--- src/hdl/stl_pkg.sv ---
package stl_pkg;

	localparam int TW        = 16;	// torque words
	localparam int SM_W      = 15;	// steer_max, allowance
	localparam int G_W       = 8;	// factor, multiplier
	localparam int DL_W      = 12;	// rate deltas
	localparam int D_W       = 8;	// halved driver torque
	localparam int P_W       = 17;	// d * factor
	localparam int MA_W      = 18;	// signed multiplicand
	localparam int MP_W      = 26;	// product and limit words
	localparam int CNT_W     = 4;
	localparam int RW        = 18;	// rate bounds
	localparam int CFG_IDX_W = 3;
	localparam int CFG_DW    = 16;

	typedef enum logic [2:0] {
		ST_IDLE,
		ST_MUL_P,
		ST_MUL_U,
		ST_MUL_L,
		ST_LIM1,
		ST_LIM2,
		ST_CLIP,
		ST_OUT
	} state_t;

	typedef enum logic [CFG_IDX_W-1:0] {
		REG_STEER_MAX  = 3'd0,
		REG_ALLOWANCE  = 3'd1,
		REG_FACTOR     = 3'd2,
		REG_MULTIPLIER = 3'd3,
		REG_DELTA_UP   = 3'd4,
		REG_DELTA_DOWN = 3'd5
	} cfg_reg_t;

	typedef struct packed {
		logic                   start;
		logic signed [MA_W-1:0] a;
		logic [G_W-1:0]         b;
	} mul_cmd_t;

endpackage

--- src/hdl/stl_ser_mul.sv ---
// signed x unsigned multiplier, one bit of b per cycle, msb first
module stl_ser_mul import stl_pkg::*; (
	input  logic                   clk,
	input  logic                   arst_n,
	input  mul_cmd_t               cmd,
	output logic                   done,
	output logic signed [MP_W-1:0] prod
);

	logic signed [MP_W-1:0] a_q;
	logic signed [MP_W-1:0] acc_q;
	logic [G_W-1:0]         b_q;
	logic [CNT_W-1:0]       cnt_q;
	logic                   done_q;

	always_ff @(posedge clk or negedge arst_n) begin
		if (!arst_n) begin
			cnt_q  <= '0;
			done_q <= 1'b0;
		end else begin
			done_q <= 1'b0;
			if (cmd.start) begin
				cnt_q <= CNT_W'(G_W);
			end else if (cnt_q != '0) begin
				cnt_q <= cnt_q - CNT_W'(1);
				if (cnt_q == CNT_W'(1))
					done_q <= 1'b1;
			end
		end
	end

	always_ff @(posedge clk) begin
		if (cmd.start) begin
			a_q   <= MP_W'(cmd.a);
			b_q   <= cmd.b;
			acc_q <= '0;
		end else if (cnt_q != '0) begin
			acc_q <= {acc_q[MP_W-2:0], 1'b0} + (b_q[G_W-1] ? a_q : '0);
			b_q   <= {b_q[G_W-2:0], 1'b0};
		end
	end

	assign done = done_q;
	assign prod = acc_q;

endmodule

--- src/hdl/steer_torque_rate_driver_limiter_top.sv ---
// Limited item: stl_ser_mul runs three bit-serial multiplies, then the limit and clip steps
// follow before applied_torque is valid; a new word is taken only once back in idle.
// Bypass item: goes from idle straight to the output step; again no new word until idle.
// A stalled output holds the sequencer in its last step.
// arst_n clears the sequencer, output valid and last torque, and loads the register defaults.
module steer_torque_rate_driver_limiter_top import stl_pkg::*; (
	input  logic                  clk,
	input  logic                  arst_n,
	input  logic                  in_valid,
	output logic                  in_ready,
	input  logic signed [TW-1:0]  requested_torque,
	input  logic signed [TW-1:0]  drv_torque,
	input  logic                  bypass,
	output logic                  out_valid,
	input  logic                  out_ready,
	output logic signed [TW-1:0]  applied_torque,
	input  logic                  cfg_valid,
	output logic                  cfg_ready,
	input  logic [CFG_IDX_W-1:0]  cfg_index,
	input  logic [CFG_DW-1:0]     cfg_data
);

	state_t state_q, state_d;

	logic [SM_W-1:0] steer_max_q, allowance_q;
	logic [G_W-1:0]  factor_q, multiplier_q;
	logic [DL_W-1:0] delta_up_q, delta_down_q;

	logic signed [TW-1:0]   last_q, req_q, res_q, applied_q;
	logic                   out_valid_q;
	logic signed [P_W-1:0]  p_q, p_now;
	logic signed [MP_W-1:0] u_q, upper_q, lower_q, neg_lower, sm_ext;
	logic signed [RW-1:0]   lo_q, hi_q, r_q, lo_c, hi_c, last_e, du_e, dd_e, req_e;
	logic signed [RW-1:0]   t_c, m_e;
	logic [SM_W-1:0]        maxa_q, mmag_q, m_c;
	logic signed [D_W-1:0]  d_in;
	logic signed [MA_W-1:0] al_ext, p_ext;

	mul_cmd_t               cmd;
	logic                   mul_done;
	logic signed [MP_W-1:0] mul_prod;
	logic                   load_out;

	stl_ser_mul u_mul (
		.clk    (clk),
		.arst_n (arst_n),
		.cmd    (cmd),
		.done   (mul_done),
		.prod   (mul_prod)
	);

	assign d_in   = drv_torque[D_W:1];
	assign p_now  = mul_prod[P_W-1:0];
	assign al_ext = MA_W'(allowance_q);
	assign p_ext  = MA_W'(p_q);
	assign sm_ext = MP_W'(steer_max_q);
	assign last_e = RW'(last_q);
	assign du_e   = RW'(delta_up_q);
	assign dd_e   = RW'(delta_down_q);
	assign req_e  = RW'(req_q);
	assign neg_lower = -lower_q;

	assign in_ready  = (state_q == ST_IDLE);
	assign cfg_ready = 1'b1;
	assign load_out  = (state_q == ST_OUT) && (!out_valid_q || out_ready);

	always_comb begin
		state_d   = state_q;
		cmd.start = 1'b0;
		cmd.a     = '0;
		cmd.b     = '0;
		unique case (state_q)
			ST_IDLE: begin
				if (in_valid) begin
					if (bypass) begin
						state_d = ST_OUT;
					end else begin
						cmd.start = 1'b1;
						cmd.a     = MA_W'(d_in);
						cmd.b     = factor_q;
						state_d   = ST_MUL_P;
					end
				end
			end
			ST_MUL_P: begin
				if (mul_done) begin
					cmd.start = 1'b1;
					cmd.a     = MA_W'(p_now) + al_ext;
					cmd.b     = multiplier_q;
					state_d   = ST_MUL_U;
				end
			end
			ST_MUL_U: begin
				if (mul_done) begin
					cmd.start = 1'b1;
					cmd.a     = p_ext - al_ext;
					cmd.b     = multiplier_q;
					state_d   = ST_MUL_L;
				end
			end
			ST_MUL_L: begin
				if (mul_done)
					state_d = ST_LIM1;
			end
			ST_LIM1: state_d = ST_LIM2;
			ST_LIM2: state_d = ST_CLIP;
			ST_CLIP: state_d = ST_OUT;
			ST_OUT: begin
				if (!out_valid_q || out_ready)
					state_d = ST_IDLE;
			end
			default: state_d = ST_IDLE;
		endcase
	end

	// rate bounds about the last word
	always_comb begin
		if (last_q > 0) begin
			lo_c = ((last_e - dd_e) > -du_e) ? (last_e - dd_e) : -du_e;
			hi_c = last_e + du_e;
		end else begin
			lo_c = last_e - du_e;
			hi_c = ((last_e + dd_e) < du_e) ? (last_e + dd_e) : du_e;
		end
		t_c = (hi_q < req_e) ? hi_q : req_e;
		m_c = (maxa_q < mmag_q) ? maxa_q : mmag_q;
		m_e = RW'(m_c);
	end

	always_ff @(posedge clk or negedge arst_n) begin
		if (!arst_n) begin
			state_q     <= ST_IDLE;
			out_valid_q <= 1'b0;
			last_q      <= '0;
		end else begin
			state_q <= state_d;
			if (load_out) begin
				out_valid_q <= 1'b1;
				last_q      <= res_q;
			end else if (out_ready) begin
				out_valid_q <= 1'b0;
			end
		end
	end

	always_ff @(posedge clk or negedge arst_n) begin
		if (!arst_n) begin
			steer_max_q  <= SM_W'(255);
			allowance_q  <= SM_W'(50);
			factor_q     <= G_W'(2);
			multiplier_q <= G_W'(1);
			delta_up_q   <= DL_W'(3);
			delta_down_q <= DL_W'(7);
		end else if (cfg_valid) begin
			unique case (cfg_reg_t'(cfg_index))
				REG_STEER_MAX:  steer_max_q  <= cfg_data[SM_W-1:0];
				REG_ALLOWANCE:  allowance_q  <= cfg_data[SM_W-1:0];
				REG_FACTOR:     factor_q     <= cfg_data[G_W-1:0];
				REG_MULTIPLIER: multiplier_q <= cfg_data[G_W-1:0];
				REG_DELTA_UP:   delta_up_q   <= cfg_data[DL_W-1:0];
				REG_DELTA_DOWN: delta_down_q <= cfg_data[DL_W-1:0];
				default: ;
			endcase
		end
	end

	always_ff @(posedge clk) begin
		case (state_q)
			ST_IDLE: begin
				if (in_valid) begin
					req_q <= requested_torque;
					res_q <= requested_torque;
				end
			end
			ST_MUL_P: begin
				if (mul_done)
					p_q <= p_now;
			end
			ST_MUL_U: begin
				if (mul_done)
					u_q <= mul_prod;
			end
			ST_LIM1: begin
				upper_q <= sm_ext + u_q;
				lower_q <= mul_prod - sm_ext;
				lo_q    <= lo_c;
				hi_q    <= hi_c;
			end
			ST_LIM2: begin
				if (upper_q > sm_ext)
					maxa_q <= steer_max_q;
				else if (upper_q < 0)
					maxa_q <= '0;
				else
					maxa_q <= upper_q[SM_W-1:0];
				if (lower_q < -sm_ext)
					mmag_q <= steer_max_q;
				else if (lower_q > 0)
					mmag_q <= '0;
				else
					mmag_q <= neg_lower[SM_W-1:0];
				r_q <= (t_c < lo_q) ? lo_q : t_c;
			end
			ST_CLIP: begin
				if (r_q > m_e)
					res_q <= TW'(m_e);
				else if (r_q < -m_e)
					res_q <= TW'(-m_e);
				else
					res_q <= TW'(r_q);
			end
			ST_OUT: begin
				if (load_out)
					applied_q <= res_q;
			end
			default: ;
		endcase
	end

	assign out_valid      = out_valid_q;
	assign applied_torque = applied_q;

endmodule

--- config.mk ---
export PLATFORM = sky130hd
export DESIGN_NAME = steer_torque_rate_driver_limiter_top
export DESIGN_NICKNAME = d
export VERILOG_FILES = /design/src/hdl/stl_pkg.sv /design/src/hdl/stl_ser_mul.sv /design/src/hdl/steer_torque_rate_driver_limiter_top.sv
export SDC_FILE = /design/constraint.sdc
export NUM_CORES = 1
export LEC_CHECK = 0
export BUFFER_PORTS_ARGS = -buffer_cell sky130_fd_sc_hd__buf_2
export CAP_MARGIN = 20
export CORE_ASPECT_RATIO = 1.4
export CORE_MARGIN = 2
export CORE_UTILIZATION = 35
export DETAILED_ROUTE_END_ITERATION = 12
export GPL_ROUTABILITY_DRIVEN = 0
export PLACE_DENSITY = 0.58
export SYNTH_ARGS = -nofsm -noshare
export SYNTH_HDL_FRONTEND = slang
export SYNTH_HIERARCHICAL = 1
export SYNTH_SLANG_ARGS = --single-unit
--- constraint.sdc ---
create_clock -name clk -period 14.1 [get_ports clk]
set_input_delay 0.705 -clock clk [delete_from_list [all_inputs] [get_ports clk]]
set_output_delay 0.705 -clock clk [all_outputs]
set_load 0.05 [all_outputs]
==> key figures, run 1 <==
Outcome
  – Status: completed

Power and ir drop
  – Pwr Density: 223 mW/mm^2
  – Overall Power: 6.63 mW
  – P_leak: 12.1 nW
  – VDD IR-drop max: 0.101 mV

Synth
  – Number of synthesized flops with an enable pin: 252
  – Syn Inst Count: 2,752
  – Most common cell in the netlist: ha_1
  – Ys Warns: 6
  – Sequential area share after synthesis: 39.0%
  – Synth top area cells: edfxtp_1, ha_1, dfrtp_1, xnor2_1, mux2_2
  – Yosys top cell area share: 28.1%
  – Post-synth top cells: ha_1, edfxtp_1, nand2_1, nor2_1, inv_1
  – Syn nets: 3,100
  – Main synth FF type: edfxtp_1
  – Synth cell types: 107
  – Netlist Area Pre-Place: 0.0269 sq mm
  – Seq cells post-synth: 373
  – Post-synth top area cell: edfxtp_1
  – Syn Area/Cell: 9.78 sq um
  – Post-synth ARST share: 25.5%

Flow run
  – Max-cap violations: 0

Finish
  – Final net count: 3,137
  – Fin util: 38.9%
  – Multi-input gate area: 0.0153 sq mm
  – Synth-to-Final Area Change: 10.3%
  – Share of cells above drive strength 1: 11.4%
  – FF/Latch Area: 0.0105 sq mm
  – Design area: 0.0297 sq mm
  – Fin cells: 3,801
  – Fill count: 7,578

Floorplan
  – Starting density of the core: 35.3%
  – Die Span Y: 332 um
  – Core ar.: 0.0763 sq mm
  – I/O pin count: 76
  – Die Wd: 238 um
  – FP Rows: 120
  – Die area: 0.0792 sq mm

Place
  – Dpl hpwl: 58,200 um
  – Port Buffers: 65
  – Placed cells: 3,720
  – Placed Instance Area: 0.0282 sq mm
  – Place WS: 8.15 ns

Clock network
  – # Post-CTS Setup Buffers: 0
  – Clock sink count: 373
  – TritonCTS Buffers: 43
  – Clock Tree Buf Depth: 3
  – Post_cts resized: 0
  – CTS tree: built
  – Clk root buf: clkbuf_16
  – Worst-Skew Late Latency: 0.59 ns
  – Worst-path clk slew: 0.06 ns
  – H-Tree Depth: 2
  – # hold bufs at CTS: 0

STA
  – RSZ-0062 raised after global routing: no
  – Setup violations, final: 0
  – Final worst path period share: 42.4%
  – Final Hold Fails: 0
  – Max_slew headroom: 29.9%
  – FMAX: 0.167 GHz
  – Final Max Slew Viols: 0
  – Clock Skew: 0.0222 ns
  – Measured slew at the worst slew-check pin: 1.05 ns
  – Setup slack after layout: 8.12 ns
  – Hold slack: 0.125 ns
  – Min Tclk post-route: 5.98 ns
  – Setup TNS: 0 ns

Detailed routing
  – DRC violations left: 0
  – Via Count: 20.7k
  – WL final: 74,900 um
  – Wire length per cell: 19.7 um
  – DR iter-0 viols: 1,189
  – Routed Antenna Nets: 0
  – Vias/cell: 5.45
  – Drt first pass iters: 6

Global route
  – Global Route met2 Usage: 35.4%
  – Vias in the first global route: 20.9k
  – First-pass GRT wire length: 116,000 um
  – Initial antenna violation count: 1
  – GRT Resource Usage Total: 18.8%
  – Largest net degree at the start of global routing: 58
  – Met1 usage: 21.4%
  – Grt met3 use: 2.03%
  – Remaining Overflow, GRT: 0
  – Layer with the highest usage: met2

Worst setup path
  – Critical path type: flop to flop
  – Critical Path AT: 6.31 ns
  – Worst Path Max Fanout: 36
  – CP startpoint kind: flop
  – Setup crit end kind: flop
  – CP required: 14.43 ns
  – R2r setup slk: 8.12 ns

Worst hold path
  – HP Class: primary input to asynchronous set/reset pin
-- cells in the final DEF, fill, tap and decap left out, drive strengths merged, types with 12 or more instances in the layout --
| cell | n |
|---|---|
| ha | 282 |
| edfxtp | 252 |
| nand2 | 232 |
| inv | 186 |
| nor2 | 185 |
| o21ai | 174 |
| a21oi | 168 |
| xnor2 | 122 |
| mux2 | 99 |
| buf | 88 |
| dfrtp | 77 |
| nor3 | 67 |
| clkbuf | 59 |
| nand3 | 58 |
| xor2 | 56 |
| a21o | 54 |
| nand2b | 47 |
| mux2i | 47 |
| nor4 | 38 |
| o21a | 32 |
| and2 | 32 |
| a211oi | 32 |
| nor2b | 31 |
| nand4 | 29 |
| a31oi | 26 |
| dfxtp | 26 |
| o211ai | 26 |
| and3 | 22 |
| dfstp | 18 |
| o31ai | 15 |
| or4 | 14 |
| or3 | 13 |
| or2 | 13 |
| clkinv | 13 |
| a211o | 12 |
| nand3b | 12 |
-- per-layer routing --
| metal | vias to the layer above | share of wire, % |
|---|---|---|
| met5 | - | 0 |
| met4 | 0 | 4.0 |
| met3 | 144 | 3.1 |
| met2 | 408 | 52 |
| met1 | 9988 | 41 |
| li1 | 10200 | - |
-- power breakdown --
| part | total (mW) | internal (mW) | switching, mW |
|---|---|---|---|
| clock network | 1.16 | 0.666 | 0.492 |
| registers | 2.01 | 1.62 | 0.387 |
| logic | 3.47 | 1.43 | 2.04 |
-- flip-flops by register name, indices dropped and copies added, names as in the netlist, 17 cells and up --
register    cells
upper_q        26
p_q            17
u_mul/prod     26
hi_q           17
lo_q           18
lower_q        26
u_mul/a_q      18
u_q            26
r_q            18
-- cell families after synthesis --
kind of cell | after synthesis | synth area share [%]
AO/OA/AOI/OAI | 669 | 16.2
XOR/XNOR | 178 | 5.79
buffers and inverters | 281 | 4.29
flip-flops | 373 | 39.0
other | 1 | 0.0139
AND/OR/NAND/NOR | 810 | 14.8
multiplexers | 146 | 6.10
adder cells (fa/ha/maj) | 294 | 13.9
-- critical path: stages (launching register included) --
cell and delay, ns:
edfxtp_1 0.47, inv_1 0.07, ha_1 0.29, nand2_1 0.07, o21ai_0 0.20, a21oi_1 0.12
o21ai_4 0.16, buf_4 0.42, mux2i_1 0.43, ha_1 0.44, nand4_1 0.23, o41ai_1 0.42
xnor2_1 0.19, ha_1 0.24, a221oi_1 0.26, o21ai_0 0.15, o2bb2ai_1 0.15, a311o_1 0.59
nor2b_1 0.26, nand2_1 0.16, o32ai_1 0.30, nor3_1 0.07
-- layout make-up --
cell class / instances / share of cell area [%]
timing repair buffer: 88 / 1.70
multi-input combinational: 2098 / 51.7
tap: 976 / 4.11
clock buffer: 59 / 4.10
sequential: 373 / 35.3
clock inverter: 20 / 0.737
inverter: 185 / 2.34
antenna: 2 / 0.0169
-- worst paths after layout --
kind / start / end / cells after the start
hold reg to reg: multiplier_q[1]$_DFFE_PN0P_ / multiplier_q[1]$_DFFE_PN0P_ / 1
setup reg to reg: mmag_q[6]$_DFFE_PP_ / res_q[6]$_DFFE_PP_ / 21
hold / removal: arst_n / allowance_q[14]$_DFFE_PN0P_ / 1
setup / recovery: mmag_q[6]$_DFFE_PP_ / res_q[6]$_DFFE_PP_ / 21
min in group clk: requested_torque[13] / req_q[13]$_DFFE_PP_ / 1
max in group asynchronous: arst_n / delta_down_q[3]$_DFFE_PN0P_ / 2
Power figures use the tool's default switching activity.
==> inputs of run 2 (changes only) <==
--- a/config.mk
+++ b/config.mk
@@ -12,7 +12,7 @@
 export CORE_UTILIZATION = 35
 export DETAILED_ROUTE_END_ITERATION = 12
 export GPL_ROUTABILITY_DRIVEN = 0
-export PLACE_DENSITY = 0.58
+export PLACE_DENSITY = 0.6
 export SYNTH_ARGS = -nofsm -noshare
 export SYNTH_HDL_FRONTEND = slang
 export SYNTH_HIERARCHICAL = 1
==> constraint.sdc (replaced) <==
create_clock -name clk -period 5.3 [get_ports clk]
set_input_delay 0.265 -clock clk [delete_from_list [all_inputs] [get_ports clk]]
set_output_delay 0.265 -clock clk [all_outputs]
set_load 0.05 [all_outputs]
==> run 2 against run 1 <==
- routed wire length increased by 0.24%
- flip-flop and latch count unchanged
- critical path depth fell by 2
- sequential power grew to 2.6 times the previous value
- setup slack got worse by 7.7 ns
- combinational power grew to 2.7 times the previous value
- highest routed layer unchanged
==> key figures, run 2 (synthesis results as in run 1) <==
STA
  – Measured slew at the worst slew-check pin: 0.811 ns (was 1.05 ns)
  – Max_slew headroom: 45.4% (was 29.9%)
  – Final Hold Fails: 0 (unchanged)
  – Clock Skew: 0.0245 ns (was 0.0222 ns)
  – Min Tclk post-route: 4.92 ns (was 5.98 ns)
  – Final worst path period share: 92.7% (was 42.4%)
  – Final Max Slew Viols: 0 (unchanged)
  – FMAX: 0.203 GHz (was 0.167 GHz)
  – Setup violations, final: 0 (unchanged)

Finish
  – Design area: 0.0303 sq mm (was 0.0297 sq mm)
  – Antenna diodes: 0 (was 2)
  – Synth-to-Final Area Change: 12.7% (was 10.3%)
  – Commonest non-fill, non-tap cell in the layout: ha_1 (unchanged)
  – Final net count: 3,198 (was 3,137)
  – Fin cells: 3,859 (was 3,801)
  – Share of cells above drive strength 1: 12.4% (was 11.4%)
  – Commonest cells after routing, fill and taps aside: ha_1, edfxtp_1, nand2_1 (unchanged)

Flow run
  – Max-cap violations: 0 (unchanged)

Power and ir drop
  – VDD IR-drop max: 0.282 mV (was 0.101 mV)
  – Sequential cell fraction of total power: 29.5% (was 30.3%)
  – P_leak: 12.4 nW (was 12.1 nW)
  – Switching part of the total: 43.1% (was 44.0%)
  – Net switching power: 7.76 mW (was 2.92 mW)
  – Pwr Density: 594 mW/mm^2 (was 223 mW/mm^2)
  – Comb power frac: 52.4% (was 52.3%)
  – P_int: 10.3 mW (was 3.71 mW)
  – Clock power share: 18.0% (was 17.5%)

Clock network
  – TritonCTS Buffers: 42 (was 43)
  – # Post-CTS Setup Buffers: 0 (unchanged)
  – H-Tree Depth: 2 (unchanged)
  – Worst-path clk slew: 0.06 ns (about the same)
  – Clk root buf: clkbuf_16 (unchanged)
  – CTS tree: built (unchanged)
  – Worst-Skew Late Latency: 0.60 ns (was 0.59 ns)
  – Clock sink count: 373 (unchanged)
  – Clock Tree Buf Depth: 3 (unchanged)

Worst setup path
  – CP required: 5.64 ns (was 14.43 ns)
  – CP Launch Point: last_q[0]$_DFFE_PN0P_ (was mmag_q[6]$_DFFE_PP_)
  – Worst Path Max Fanout: 9 (was 36)
  – Worst r2r path cells: 19 (was 21)
  – Critical path type: flop to flop (unchanged)
  – Worst r2r src: last_q[0]$_DFFE_PN0P_ (was mmag_q[6]$_DFFE_PP_)
  – Setup crit end kind: flop (unchanged)
  – Crit path to: lo_q[7]$_DFFE_PP_ (was res_q[6]$_DFFE_PP_)
  – CP startpoint kind: flop (unchanged)
  – Critical Path AT: 5.26 ns (was 6.31 ns)
  – Reg2Reg Capture Point: lo_q[7]$_DFFE_PP_ (was res_q[6]$_DFFE_PP_)
  – R2r setup slk: 0.38 ns (was 8.12 ns)

Detailed routing
  – Wire length per cell: 19.4 um (was 19.7 um)
  – Vias/cell: 5.41 (was 5.45)
  – Routed Antenna Nets: 0 (unchanged)
  – WL final: 75,100 um (was 74,900 um)
  – Via Count: 20.9k (was 20.7k)
  – Drt first pass iters: 7 (was 6)
  – DR iter-0 viols: 1,299 (was 1,189)
  – DRC violations left: 0 (unchanged)

Floorplan
  – Die Span Y: 332 um (unchanged)
  – I/O pin count: 76 (unchanged)
  – Die Wd: 238 um (unchanged)
  – Core ar.: 0.0763 sq mm (unchanged)
  – FP Rows: 120 (unchanged)
  – Die area: 0.0792 sq mm (unchanged)
  – Starting density of the core: 35.3% (unchanged)

Global route
  – Remaining Overflow, GRT: 0 (unchanged)
  – Vias in the first global route: 21.0k (was 20.9k)
  – Initial antenna violation count: 0 (was 1)
  – First-pass GRT wire length: 117,000 um (was 116,000 um)
  – GRT Resource Usage Total: 18.9% (was 18.8%)
  – Largest net degree at the start of global routing: 53 (was 58)

Place
  – Placed cells: 3,753 (was 3,720)
  – Placed Instance Area: 0.0285 sq mm (was 0.0282 sq mm)
  – Port Buffers: 65 (unchanged)
  – Dpl hpwl: 59,000 um (was 58,200 um)

Worst hold path
  – HP Class: primary input to flop (was primary input to asynchronous set/reset pin)
  – Hold path start: cfg_data[5]

Outcome
  – Status: completed (unchanged)
-- run 2: cell types whose count changed in the layout (fill, tap and decap cells not counted), moves of 4 or more --
cell / before / now
clkbuf_8: 4 / 0
buf_4: 23 / 56
dlygate4sd3_1: 0 / 28
bufinv_16: 3 / 9
clkbuf_1: 10 / 6
clkinv_1: 3 / 7
-- run 2: final cells by class --
class | instances | area [sq um]
Tap cell | 976 | 1220
Fill cell | 7492 | 45900
Clock inverter | 27 | 388
Multi-Input combinational cell | 2098 | 15400
Sequential cell | 373 | 10500
Timing Repair Buffer | 150 | 1060
Clock buffer | 50 | 1120
Inverter | 185 | 694
-- run 2: power by group through the flow --
stage	clock (mW)	sequential [mW]	combinational, mW
6_report	3.25	5.32	9.45
5_1_grt	3.43	5.43	10.6
4_1_cts	3.33	5.32	9.41
3_5_place_dp	0	5.37	9.35
3_3_place_gp	0	5.36	9.25
2_1_floorplan	0	4.96	7.12
-- run 2: what timing repair did --
action                                 4_1_cts  5_1_grt
setup endpoints to repair                    0       16
endpoints found under the hold margin       74        0
gates resized for setup                      0        4
hold buffers                                28        0
-- run 2: critical path, cell delays in order, from the launching register on --
cell,delay (ns)
dfrtp_1,0.46
inv_1,0.16
ha_1,0.18
inv_1,0.05
fa_1,0.39
a21o_1,0.18
a21oi_1,0.26
o21ai_0,0.13
and2_1,0.22
a211oi_2,0.24
a21oi_1,0.13
a21o_1,0.18
ha_1,0.27
nand4_1,0.13
or4_1,0.59
o221ai_1,0.23
and2_1,0.44
nor2_1,0.08
a211oi_1,0.26
a21oi_1,0.07
-- run 2: worst min-delay path by stage --
stage                                  end  slack (ns)  cells past startpoint
2_1_floorplan   allowance_q[0]$_DFFE_PN0P_       -0.03                      0
3_3_place_gp   allowance_q[14]$_DFFE_PN0P_        0.35                      1
3_5_place_dp   allowance_q[14]$_DFFE_PN0P_        0.37                      1
4_1_cts         steer_max_q[5]$_DFFE_PN1P_      0.0005                      3
5_1_grt             u_mul/a_q[0]$_DFFE_PP_        0.02                      2
6_report        steer_max_q[5]$_DFFE_PN1P_        0.03                      3
-- run 2: routing by layer --
metal	track usage, %	routed length (um)	vias to the layer above
met2	35.3	39100	387
met4	7.45	3020	0
li1	-	-	10300
met3	2.09	2310	143
met5	0	0	-
met1	21.7	30600	10000
-- run 2: per-stage QoR --
step | total power, mW | setup WS (ns) | setup TNS, ns | hold slack [ns] | utilization, %
finish | 18.0 | 0.385 | 0 | 0.0278 | 39.8
global route | 19.4 | -0.0329 | -0.0375 | 0.0238 | 39.8
CTS | 18.1 | 0.211 | 0 | 0.000474 | 39.7
detailed placement | 14.7 | 0.243 | 0 | 0.367 | 37.4
global placement | 14.6 | 0.249 | 0 | 0.348 | 37.4
floorplan | 12.1 | 0.306 | 0 | -0.0306 | -
